`config.mk`:
```
export PLATFORM = sky130hd
export DESIGN_NAME = packet_fragment_assembler_unit_flat
export DESIGN_NICKNAME = d
export VERILOG_FILES = /design/src/rtl/pfa_pkg.sv /design/src/rtl/pfa_if.sv /design/src/rtl/pfa_front.sv /design/src/rtl/pfa_queue.sv /design/src/rtl/pfa_back.sv /design/src/rtl/packet_fragment_assembler_unit.sv /design/src/flat_wrapper.sv
export SDC_FILE = /design/constraint.sdc
export NUM_CORES = 2
export LEC_CHECK = 0
export ABC_AREA = 1
export BUFFER_PORTS_ARGS = -buffer_cell sky130_fd_sc_hd__buf_2
export CAP_MARGIN = 15
export CORE_MARGIN = 3
export CORE_UTILIZATION = 60
export CTS_CLUSTER_DIAMETER = 120
export CTS_CLUSTER_SIZE = 16
export DETAILED_ROUTE_END_ITERATION = 10
export MAX_ROUTING_LAYER = met4
export PLACE_DENSITY = 0.77
export SETUP_SLACK_MARGIN = 0.3
export SYNTH_ARGS = -nofsm -noshare
export SYNTH_HDL_FRONTEND = slang
export SYNTH_SLANG_ARGS = --single-unit
```
`constraint.sdc`:
```
create_clock -name clk -period 5.8 [get_ports clk]
set_clock_uncertainty 0.05 [all_clocks]
set_input_delay 0.58 -clock clk [delete_from_list [all_inputs] [get_ports clk]]
set_output_delay 0.58 -clock clk [all_outputs]
set_load 0.1 [all_outputs]
```
`src/rtl/pfa_pkg.sv`:
```
`timescale 1ns / 1ps
// Package for the packet fragment assembler: shared constants, types and the
// byte swap function. No dependencies.
package pfa_pkg;

  localparam int WORD_W       = 32;
  localparam int FILL_W       = 6;   // fill count, holds up to 63 words
  localparam int HEADER_WORDS = 7;
  localparam int EMIT_W       = 7;   // counts header plus payload words
  localparam int HEADER_BASE  = 28;  // header size in bytes

  // configuration register indexes
  localparam int CFG_IDX_W = 2;
  localparam logic [CFG_IDX_W-1:0] REG_END_MARKER     = 2'd0;
  localparam logic [CFG_IDX_W-1:0] REG_EQUIPMENT_TYPE = 2'd1;
  localparam logic [CFG_IDX_W-1:0] REG_EQUIPMENT_ID   = 2'd2;
  localparam logic [CFG_IDX_W-1:0] REG_ELEMENT_SIZE   = 2'd3;

  // configuration reset values
  localparam logic [WORD_W-1:0] RST_END_MARKER     = 32'hFAFA_FAFA;
  localparam logic [WORD_W-1:0] RST_EQUIPMENT_TYPE = 32'd23;
  localparam logic [WORD_W-1:0] RST_EQUIPMENT_ID   = 32'd2;
  localparam logic [WORD_W-1:0] RST_ELEMENT_SIZE   = 32'd4;

  // operation codes carried through the queue
  localparam logic OP_STORE = 1'b0;
  localparam logic OP_CLOSE = 1'b1;

  // command queue geometry
  localparam int QUEUE_DEPTH = 4;
  localparam int QPTR_W      = 2;

  typedef struct packed {
    logic [WORD_W-1:0] end_marker;
    logic [WORD_W-1:0] equipment_type;
    logic [WORD_W-1:0] equipment_id;
    logic [WORD_W-1:0] element_size;
  } cfg_t;

  typedef struct packed {
    logic              op;
    logic              seq_err;
    logic [WORD_W-1:0] word;
  } q_item_t;

  typedef struct packed {
    logic              emitting;
    logic [FILL_W-1:0] fill;
  } back_stat_t;

  function automatic logic [WORD_W-1:0] swap_bytes(input logic [WORD_W-1:0] w);
    swap_bytes = {w[7:0], w[15:8], w[23:16], w[31:24]};
  endfunction

endpackage

```
`src/rtl/pfa_if.sv`:
```
`timescale 1ns / 1ps
// Channel interfaces for the packet fragment assembler: input word channel
// and output event channel. No dependencies.
interface pfa_in_if;
  logic        valid;
  logic        ready;
  logic [31:0] word;
  logic        packet_start;
  logic        packet_end;

  modport source(output valid, word, packet_start, packet_end, input ready);
  modport sink(input valid, word, packet_start, packet_end, output ready);
endinterface

interface pfa_out_if;
  logic        valid;
  logic        ready;
  logic [31:0] out_word;
  logic [31:0] event_number;
  logic [31:0] equipment_tag;
  logic        sequence_error;
  logic        overflowed;
  logic        last_of_event;

  modport source(output valid, out_word, event_number, equipment_tag,
                 sequence_error, overflowed, last_of_event, input ready);
  modport sink(input valid, out_word, event_number, equipment_tag,
               sequence_error, overflowed, last_of_event, output ready);
endinterface

```
`src/rtl/pfa_front.sv`:
```
`timescale 1ns / 1ps
// Front end: accepts packet words, checks sequence counts and classifies each
// item as store, close or ignore. Uses pfa_pkg and pfa_in_if.
module pfa_front (
  input  logic              clk,
  input  logic              rst,
  pfa_in_if.sink            in_ch,
  input  pfa_pkg::cfg_t     cfg,
  input  logic              q_full,
  output logic              q_push,
  output pfa_pkg::q_item_t  q_item
);

  logic [pfa_pkg::WORD_W-1:0] expected_sequence;
  logic                       accept;
  logic                       single;

  assign in_ch.ready = !q_full;
  assign accept      = in_ch.valid && !q_full;
  assign single      = in_ch.packet_start && in_ch.packet_end;

  // classify: one-word packets close or vanish, everything else is stored
  always_comb begin
    q_item.word    = in_ch.word;
    q_item.op      = single ? pfa_pkg::OP_CLOSE : pfa_pkg::OP_STORE;
    q_item.seq_err = in_ch.packet_start && !in_ch.packet_end &&
                     (in_ch.word != expected_sequence);
    q_push         = accept && (!single || (in_ch.word == cfg.end_marker));
  end

  // sequence count steps on each packet's first word, clears on close
  always_ff @(posedge clk) begin
    if (rst) begin
      expected_sequence <= '0;
    end else if (accept) begin
      if (single) begin
        if (in_ch.word == cfg.end_marker) begin
          expected_sequence <= '0;
        end
      end else if (in_ch.packet_start) begin
        expected_sequence <= expected_sequence + 1'b1;
      end
    end
  end

endmodule

```
`src/rtl/pfa_queue.sv`:
```
`timescale 1ns / 1ps
// Short command queue between front and back end.
// Uses pfa_pkg for the item type and depth.
module pfa_queue (
  input  logic              clk,
  input  logic              rst,
  input  logic              push,
  input  pfa_pkg::q_item_t  push_item,
  output logic              full,
  input  logic              pop,
  output logic              not_empty,
  output pfa_pkg::q_item_t  head
);

  pfa_pkg::q_item_t              entries [pfa_pkg::QUEUE_DEPTH];
  logic [pfa_pkg::QPTR_W-1:0]    wr_ptr;
  logic [pfa_pkg::QPTR_W-1:0]    rd_ptr;
  logic [pfa_pkg::QPTR_W:0]      count;
  logic                          do_push;
  logic                          do_pop;

  assign full      = (count == (pfa_pkg::QPTR_W + 1)'(pfa_pkg::QUEUE_DEPTH));
  assign not_empty = (count != '0);
  assign head      = entries[rd_ptr];
  assign do_push   = push && !full;
  assign do_pop    = pop && not_empty;

  // entry storage
  always_ff @(posedge clk) begin
    if (do_push) begin
      entries[wr_ptr] <= push_item;
    end
  end

  // pointers and occupancy
  always_ff @(posedge clk) begin
    if (rst) begin
      wr_ptr <= '0;
      rd_ptr <= '0;
      count  <= '0;
    end else begin
      if (do_push) begin
        wr_ptr <= wr_ptr + 1'b1;
      end
      if (do_pop) begin
        rd_ptr <= rd_ptr + 1'b1;
      end
      if (do_push && !do_pop) begin
        count <= count + 1'b1;
      end else if (do_pop && !do_push) begin
        count <= count - 1'b1;
      end
    end
  end

endmodule

```
`src/rtl/pfa_back.sv`:
```
`timescale 1ns / 1ps
// Back end: stores payload words, keeps event state and emits the header and
// byte-swapped payload of a closed event. Uses pfa_pkg and pfa_out_if.
module pfa_back #(
  parameter int STORE_WORDS = 32
) (
  input  logic                clk,
  input  logic                rst,
  input  pfa_pkg::cfg_t       cfg,
  input  logic                q_valid,
  input  pfa_pkg::q_item_t    q_head,
  output logic                q_pop,
  pfa_out_if.source           out_ch,
  output pfa_pkg::back_stat_t stat
);

  localparam int IDX_W = (STORE_WORDS > 1) ? $clog2(STORE_WORDS) : 1;
  localparam logic [pfa_pkg::FILL_W-1:0] FILL_MAX = pfa_pkg::FILL_W'(STORE_WORDS);
  localparam logic [IDX_W-1:0] IDX_LAST = IDX_W'(STORE_WORDS - 1);

  localparam logic ST_IDLE = 1'b0;
  localparam logic ST_EMIT = 1'b1;

  logic [pfa_pkg::WORD_W-1:0] mem [STORE_WORDS];
  logic                       state;
  logic [pfa_pkg::FILL_W-1:0] fill;
  logic                       error_seen;
  logic                       overflow_seen;
  logic [pfa_pkg::WORD_W-1:0] event_counter;
  logic [pfa_pkg::EMIT_W-1:0] k;
  logic [IDX_W-1:0]           rd_addr;
  logic [IDX_W-1:0]           rd_addr_next;
  logic [pfa_pkg::WORD_W-1:0] rd_data;

  logic                       out_valid;
  logic [pfa_pkg::WORD_W-1:0] out_word;
  logic [pfa_pkg::WORD_W-1:0] out_event;
  logic [pfa_pkg::WORD_W-1:0] out_tag;
  logic                       out_err;
  logic                       out_ovf;
  logic                       out_last;

  logic                       out_load;
  logic [pfa_pkg::EMIT_W-1:0] total;
  logic                       is_last;
  logic [pfa_pkg::WORD_W-1:0] emit_word;
  logic                       store_ok;

  assign q_pop    = (state == ST_IDLE);
  assign out_load = (state == ST_EMIT) && (!out_valid || out_ch.ready);
  assign total    = pfa_pkg::EMIT_W'(pfa_pkg::HEADER_WORDS) + pfa_pkg::EMIT_W'(fill);
  assign is_last  = ((k + 1'b1) == total);
  assign store_ok = (fill < FILL_MAX);

  assign stat.emitting = (state == ST_EMIT);
  assign stat.fill     = fill;

  // select the word at emission position k
  always_comb begin
    case (k)
      7'd0:    emit_word = {24'd0, fill, 2'b00} + pfa_pkg::WORD_W'(pfa_pkg::HEADER_BASE);
      7'd1:    emit_word = cfg.equipment_type;
      7'd2:    emit_word = cfg.equipment_id;
      7'd3:    emit_word = '0;
      7'd4:    emit_word = '0;
      7'd5:    emit_word = '0;
      7'd6:    emit_word = cfg.element_size;
      default: emit_word = pfa_pkg::swap_bytes(rd_data);
    endcase
  end

  // read address runs one payload word ahead of the output register
  always_comb begin
    if (state != ST_EMIT) begin
      rd_addr_next = '0;
    end else if (out_load && (k >= pfa_pkg::EMIT_W'(pfa_pkg::HEADER_WORDS))) begin
      rd_addr_next = (rd_addr == IDX_LAST) ? '0 : rd_addr + 1'b1;
    end else begin
      rd_addr_next = rd_addr;
    end
  end

  // payload store
  always_ff @(posedge clk) begin
    if (q_pop && q_valid && (q_head.op == pfa_pkg::OP_STORE) && store_ok) begin
      mem[fill[IDX_W-1:0]] <= q_head.word;
    end
    rd_data <= mem[rd_addr_next];
  end

  // event state and sequencer
  always_ff @(posedge clk) begin
    if (rst) begin
      state         <= ST_IDLE;
      fill          <= '0;
      error_seen    <= 1'b0;
      overflow_seen <= 1'b0;
      event_counter <= '0;
      k             <= '0;
      rd_addr       <= '0;
    end else begin
      rd_addr <= rd_addr_next;
      case (state)
        ST_IDLE: begin
          if (q_valid) begin
            if (q_head.op == pfa_pkg::OP_CLOSE) begin
              event_counter <= event_counter + 1'b1;
              k             <= '0;
              state         <= ST_EMIT;
            end else begin
              error_seen <= error_seen | q_head.seq_err;
              if (store_ok) begin
                fill <= fill + 1'b1;
              end else begin
                overflow_seen <= 1'b1;
              end
            end
          end
        end
        ST_EMIT: begin
          if (out_load) begin
            k <= k + 1'b1;
            if (is_last) begin
              fill       <= '0;
              error_seen <= 1'b0;
              state      <= ST_IDLE;
            end
          end
        end
        default: begin
          state <= ST_IDLE;
        end
      endcase
    end
  end

  // output register
  always_ff @(posedge clk) begin
    if (rst) begin
      out_valid <= 1'b0;
    end else if (out_load) begin
      out_valid <= 1'b1;
    end else if (out_ch.ready) begin
      out_valid <= 1'b0;
    end
  end

  always_ff @(posedge clk) begin
    if (out_load) begin
      out_word  <= emit_word;
      out_event <= event_counter;
      out_tag   <= cfg.equipment_id;
      out_err   <= error_seen;
      out_ovf   <= overflow_seen;
      out_last  <= is_last;
    end
  end

  assign out_ch.valid          = out_valid;
  assign out_ch.out_word       = out_word;
  assign out_ch.event_number   = out_event;
  assign out_ch.equipment_tag  = out_tag;
  assign out_ch.sequence_error = out_err;
  assign out_ch.overflowed     = out_ovf;
  assign out_ch.last_of_event  = out_last;

endmodule

```
`src/rtl/packet_fragment_assembler_unit.sv`:
```
`timescale 1ns / 1ps
// Top level of the packet fragment assembler: configuration registers, front
// end, command queue and back end. Uses pfa_pkg, pfa_if, pfa_front,
// pfa_queue and pfa_back.
//
// Usage:
//   in_ch carries packet words with start and end marks; an item is taken
//   when valid and ready are high at a clock edge. Data words are taken one
//   per cycle while the command queue has room.
//   A one-word packet equal to end_marker closes the event: out_ch then
//   delivers 7 header words and the stored payload words, byte-swapped, one
//   per cycle while out_ch is ready, last_of_event high on the final one.
//   The back end takes no new command until the last word is loaded; the
//   close command passes the queue, the back-end state and the output
//   register before the first header word appears. Input keeps flowing
//   into the 4-entry queue meanwhile and stalls once the queue fills.
//   A stall on out_ch holds the output register and the sequencer; nothing
//   is lost. Configuration is written through cfg_we, cfg_index, cfg_data.
//   Reset clears counters, flags and the queue; configuration returns to
//   its defaults. The payload store needs no clearing.
module packet_fragment_assembler_unit #(
  parameter int STORE_WORDS = 32
) (
  input  logic                            clk,
  input  logic                            rst,
  input  logic                            cfg_we,
  input  logic [pfa_pkg::CFG_IDX_W-1:0]   cfg_index,
  input  logic [pfa_pkg::WORD_W-1:0]      cfg_data,
  pfa_in_if.sink                          in_ch,
  pfa_out_if.source                       out_ch
);

  pfa_pkg::cfg_t       cfg;
  logic                q_push;
  pfa_pkg::q_item_t    q_item;
  logic                q_full;
  logic                q_pop;
  logic                q_valid;
  pfa_pkg::q_item_t    q_head;
  pfa_pkg::back_stat_t stat;

  // configuration registers
  always_ff @(posedge clk) begin
    if (rst) begin
      cfg.end_marker     <= pfa_pkg::RST_END_MARKER;
      cfg.equipment_type <= pfa_pkg::RST_EQUIPMENT_TYPE;
      cfg.equipment_id   <= pfa_pkg::RST_EQUIPMENT_ID;
      cfg.element_size   <= pfa_pkg::RST_ELEMENT_SIZE;
    end else if (cfg_we) begin
      case (cfg_index)
        pfa_pkg::REG_END_MARKER:     cfg.end_marker     <= cfg_data;
        pfa_pkg::REG_EQUIPMENT_TYPE: cfg.equipment_type <= cfg_data;
        pfa_pkg::REG_EQUIPMENT_ID:   cfg.equipment_id   <= cfg_data;
        pfa_pkg::REG_ELEMENT_SIZE:   cfg.element_size   <= cfg_data;
        default: begin
        end
      endcase
    end
  end

  pfa_front u_front (
    .clk    (clk),
    .rst    (rst),
    .in_ch  (in_ch),
    .cfg    (cfg),
    .q_full (q_full),
    .q_push (q_push),
    .q_item (q_item)
  );

  pfa_queue u_queue (
    .clk       (clk),
    .rst       (rst),
    .push      (q_push),
    .push_item (q_item),
    .full      (q_full),
    .pop       (q_pop),
    .not_empty (q_valid),
    .head      (q_head)
  );

  pfa_back #(
    .STORE_WORDS (STORE_WORDS)
  ) u_back (
    .clk     (clk),
    .rst     (rst),
    .cfg     (cfg),
    .q_valid (q_valid),
    .q_head  (q_head),
    .q_pop   (q_pop),
    .out_ch  (out_ch),
    .stat    (stat)
  );

  // fill count never passes the store depth
  a_fill_bound: assert property (@(posedge clk) disable iff (rst)
    stat.fill <= pfa_pkg::FILL_W'(STORE_WORDS))
    else $error("fill count beyond store depth");

  // the front end never pushes into a full queue
  a_no_push_full: assert property (@(posedge clk) disable iff (rst)
    !(q_push && q_full))
    else $error("push into full command queue");

  // a taken end marker leaves a command waiting in the queue
  a_close_queued: assert property (@(posedge clk) disable iff (rst)
    (in_ch.valid && in_ch.ready && in_ch.packet_start && in_ch.packet_end &&
     (in_ch.word == cfg.end_marker)) |=> q_valid)
    else $error("close command not queued");

endmodule

```
`src/flat_wrapper.sv`:
```
// flat-port wrapper written by rule: the top's interface ports become plain ports
module packet_fragment_assembler_unit_flat 
#(
  parameter int STORE_WORDS = 32
)
  (clk, rst, cfg_we, cfg_index, cfg_data, in_ch_valid, in_ch_word, in_ch_packet_start, in_ch_packet_end, in_ch_ready, out_ch_valid, out_ch_out_word, out_ch_event_number, out_ch_equipment_tag, out_ch_sequence_error, out_ch_overflowed, out_ch_last_of_event, out_ch_ready);
  pfa_in_if in_ch_i ();
  pfa_out_if out_ch_i ();
  input  logic clk;
  input  logic rst;
  input  logic cfg_we;
  input  logic [pfa_pkg::CFG_IDX_W-1:0] cfg_index;
  input  logic [pfa_pkg::WORD_W-1:0] cfg_data;
  input wire logic [$bits(in_ch_i.valid)-1:0] in_ch_valid;
  input wire logic [$bits(in_ch_i.word)-1:0] in_ch_word;
  input wire logic [$bits(in_ch_i.packet_start)-1:0] in_ch_packet_start;
  input wire logic [$bits(in_ch_i.packet_end)-1:0] in_ch_packet_end;
  output wire logic [$bits(in_ch_i.ready)-1:0] in_ch_ready;
  output wire logic [$bits(out_ch_i.valid)-1:0] out_ch_valid;
  output wire logic [$bits(out_ch_i.out_word)-1:0] out_ch_out_word;
  output wire logic [$bits(out_ch_i.event_number)-1:0] out_ch_event_number;
  output wire logic [$bits(out_ch_i.equipment_tag)-1:0] out_ch_equipment_tag;
  output wire logic [$bits(out_ch_i.sequence_error)-1:0] out_ch_sequence_error;
  output wire logic [$bits(out_ch_i.overflowed)-1:0] out_ch_overflowed;
  output wire logic [$bits(out_ch_i.last_of_event)-1:0] out_ch_last_of_event;
  input wire logic [$bits(out_ch_i.ready)-1:0] out_ch_ready;
  assign in_ch_i.valid = in_ch_valid;
  assign in_ch_i.word = in_ch_word;
  assign in_ch_i.packet_start = in_ch_packet_start;
  assign in_ch_i.packet_end = in_ch_packet_end;
  assign in_ch_ready = in_ch_i.ready;
  assign out_ch_valid = out_ch_i.valid;
  assign out_ch_out_word = out_ch_i.out_word;
  assign out_ch_event_number = out_ch_i.event_number;
  assign out_ch_equipment_tag = out_ch_i.equipment_tag;
  assign out_ch_sequence_error = out_ch_i.sequence_error;
  assign out_ch_overflowed = out_ch_i.overflowed;
  assign out_ch_last_of_event = out_ch_i.last_of_event;
  assign out_ch_i.ready = out_ch_ready;
  packet_fragment_assembler_unit #(.STORE_WORDS(STORE_WORDS)) u_core (.clk(clk), .rst(rst), .cfg_we(cfg_we), .cfg_index(cfg_index), .cfg_data(cfg_data), .in_ch(in_ch_i), .out_ch(out_ch_i));
endmodule
```
==> impl_results.md <==
- Ports: 174
- Util after Layout: 0.659
- CP endpoint kind: flip-flop
- Async SR Flop Fraction: 0
- Final period util: 0.757
- Count of flip-flops with a built-in enable after synthesis: 1259
- Slew Limit Fails: 163
- # port buffers: 173
- Cell-internal power: 0.0188 W
- Share of layout cells above drive strength 1: 0.0764
- FF-to-FF setup slack: 1410 ps
- CP required: 6140 ps
- 1st-iter DRT viols: 7401
- Post-Syn Area per Cell: 10.1 um^2
- Post-Syn Instances: 6598
- First-pass GRT wire length: 279000 um
- Leakage Power: 29.1 nW
- Cts hold-fix bufs: 0
- Post-CTS Resized: 0
- R2R cell count: 8
- Post-synth top area share: 0.568
- Mapped Area: 66600 um^2
- Startpoint Class: flip-flop
- Gr usage total: 0.325
- Max-cap viol count: 0
- Leading area contributor after synthesis: edfxtp_1
- DP HPWL: 102000 um
- Worst-path clk slew: 80 ps
- Vias in the first global route: 46600
- Largest net degree at the start of global routing: 241
- Setup violators final: 0
- ANT nets after route: 0
- Initial DRT Pass Iterations: 9
- Clock power share: 0.243
- Yosys reg bits: 1514
- Htree depth: 3
- Min Tclk post-route: 4390 ps
- Setup TNS: 0 ps
- DR vias: 49600
- Wire length per cell: 22.9 um
- Total gr overflow: 0
- Starting density of the core: 0.608
- Final wirelength: 186000 um
- Residual DRC: 0
- Crit Path Max Fanout: 72
- Net switching power: 0.0101 W
- Failing checks: max-slew violations
- Post-CTS setup buffers: 0
- Least-Margin Pin Slew: 1780 ps
- Max clock buf depth: 3
- Sequential share of power: 0.506
- Seq/Total Area, Yosys: 0.645
- Worst Hold Class: in2reg
- GPL Wtd Cong: 0.912
- Worst Path Arrival: 4740 ps
- Core area: 109000 um^2
- RSZ-0062 raised after global routing: no
- CTS tree: yes
- Post-synth cell types: 50
- Antenna violations before repair: 3
- CTS buffer count: 104
- Commonest cells post-synth: edfxtp_1 (1259), inv_1 (1167), nand2_1 (990), nand3_1 (968), nand4_1 (535)
- Layout Nets: 6671
- Worst reg2reg endpoint: u_core.u_back.mem[18][26]$_DFFE_PP_
- Area grow syn2layout: 8.31%
- Critical path class: reg2reg
- Via density: 6.10
- Critical Path Start: u_core.u_back.state$_SDFF_PP0_
- RR Startpoint: u_core.u_back.state$_SDFF_PP0_
- Warnings, synthesis: 0
- Die Y: 339 um
- Synth Net Count: 6690
- Chip Width: 339 um
- Sw frac: 0.349
- Status: complete, but fails checks
- Die area: 115000 um^2
- Largest cells by area after synthesis: edfxtp_1 (57%), dfxtp_1 (7.7%), nand3_1 (7.3%), inv_1 (6.6%), nand2_1 (5.6%)
- Main flop type after synthesis: edfxtp_1
- Slew headroom: -0.189
- Logic pwr share: 0.251
- Clk sink count: 1514
- Worst Setup EP: u_core.u_back.mem[18][26]$_DFFE_PP_
- Fmax achieved: 228 MHz
- Pwr Density: 402 nW/um^2
- Root Buffer: clkbuf_16
- Clk_lat worst skew: 700 ps
- Num rows: 121
- Count leader, synth: edfxtp_1
- Final Hold Fails: 0
- Worst VDD drop: 0.334 mV
-- per-layer routing --
metal | routed length [um] | GRT usage | vias up
li1 | - | - | 22300
met1 | 69700 | 0.428 | 23600
met2 | 86600 | 0.497 | 3148
met3 | 19900 | 0.0539 | 612
met4 | 10000 | 0.152 | 0
met5 | 0 | - | -
-- critical path, stage by stage, from the launching register on --
cell and delay (ps):
dfxtp_4 620, nor2_1 440, inv_1 160, nor2_1 380, inv_1 120, nor2_1 350
nand2_1 560, nor2_4 1010, buf_4 360
-- cell type report --
type	instances	area [um^2]
clock inverter	4	35.0
clock buffer	188	2980
tap	1476	1850
inverter	1177	4430
multi-input combinational	3484	17800
antenna	3	7.51
fill	8080	37400
sequential	1514	42900
timing repair buffer	298	2040
-- worst min-delay path by stage --
stage | cells past startpoint | slack (ps) | end | start
2_1_floorplan | 0 | 360 | u_core.u_back.out_ch.equipment_tag[0]$_DFFE_PN_ | u_core.cfg[32]$_SDFFE_PP0P_
3_3_place_gp | 0 | 360 | u_core.u_back.out_ch.equipment_tag[0]$_DFFE_PN_ | u_core.cfg[32]$_SDFFE_PP0P_
3_5_place_dp | 0 | 360 | u_core.u_back.out_ch.equipment_tag[12]$_DFFE_PN_ | u_core.cfg[44]$_SDFFE_PP0P_
4_1_cts | 3 | 60 | u_core.cfg[124]$_SDFFE_PP1P_ | cfg_data[28]
5_1_grt | 3 | 100 | u_core.cfg[124]$_SDFFE_PP1P_ | cfg_data[28]
6_report | 3 | 90 | u_core.cfg[124]$_SDFFE_PP1P_ | cfg_data[28]
-- state kept, by name, summed over array words and instances, names as in the netlist, named ones only --
register                             flops
u_core.u_back.out_ch.valid               1
u_core.u_back.out_ch.event_number       32
u_core.u_back.out_ch.overflowed          1
u_core.u_back.out_ch.last_of_event       1
u_core.u_back.overflow_seen              1
u_core.u_queue.rd_ptr                    2
u_core.u_back.out_ch.sequence_error      1
u_core.u_back.error_seen                 1
u_core.u_back.mem                     1024
u_core.u_queue.entries                 136
u_core.u_back.rd_addr                    5
u_core.u_back.out_ch.equipment_tag      32
u_core.u_back.state                      1
u_core.u_queue.count                     3
u_core.u_queue.wr_ptr                    2
u_core.cfg                             128
u_core.u_back.event_counter             32
u_core.u_back.k                          7
u_core.u_front.expected_sequence        32
u_core.u_back.fill                       6
u_core.u_back.out_ch.out_word           32
u_core.u_back.rd_data                   32
-- power by group through the flow --
stage	Sequential [W]	Clock (W)	Combinational [W]
final	0.0146	0.00703	0.00727
after global routing	0.0147	0.00746	0.00769
after CTS	0.0146	0.00707	0.00710
after detailed placement	0.0149	0	0.00707
after global placement	0.0149	0	0.00690
after floorplan	0.0163	0	0.00307
-- per-stage QoR --
step | hold WS, ps | setup WS (ps) | cell area (um^2) | instances | total power (W)
3_5_place_dp | 365 | 1540 | 69000 | 7943 | 0.0219
5_1_grt | 95.9 | 1170 | 72100 | 8143 | 0.0298
3_3_place_gp | 363 | 1530 | 68900 | 7940 | 0.0218
2_1_floorplan | 358 | 1750 | 66600 | 6598 | 0.0193
6_report | 88.0 | 1410 | 72100 | 8144 | 0.0289
4_1_cts | 58.8 | 1500 | 72000 | 8135 | 0.0288
-- cells in the final DEF (no fill, tap or decap), types with 3 or more instances in the layout --
cell type and n:
o21ai_0 196, o2111ai_1 5, o211ai_1 21, a221oi_1 7, buf_8 7, xor2_1 75, diode_2 3, ha_1 18
buf_12 13, nor2_4 37, buf_2 173, a21oi_1 99, dfxtp_1 253, buf_4 104, nand4_1 535, nor2_2 5
xnor2_1 33, o22ai_2 31, a22oi_1 23, nor3_2 4, nor3_1 46, nand3_4 3, clkbuf_1 81, edfxtp_1 1259
nor2_1 337, inv_1 1165, inv_2 7, clkbuf_16 107, o22ai_1 4, nand2_1 989, nor4_1 16, inv_6 3
nor3b_1 4, nand3_1 967
-- kinds of logic (layout without fill, tap and decap cells) --
group,count (synthesis),after routing,share of synthesized area
simple gates,2955,2955,0.208
other cells,0,3,0
compound gates,402,402,0.0338
xor+xnor,108,108,0.0142
fa+ha+maj,19,19,0.00368
buf+inv,1600,1667,0.0957
flops,1514,1514,0.645
(Power assumes the default switching activity.)
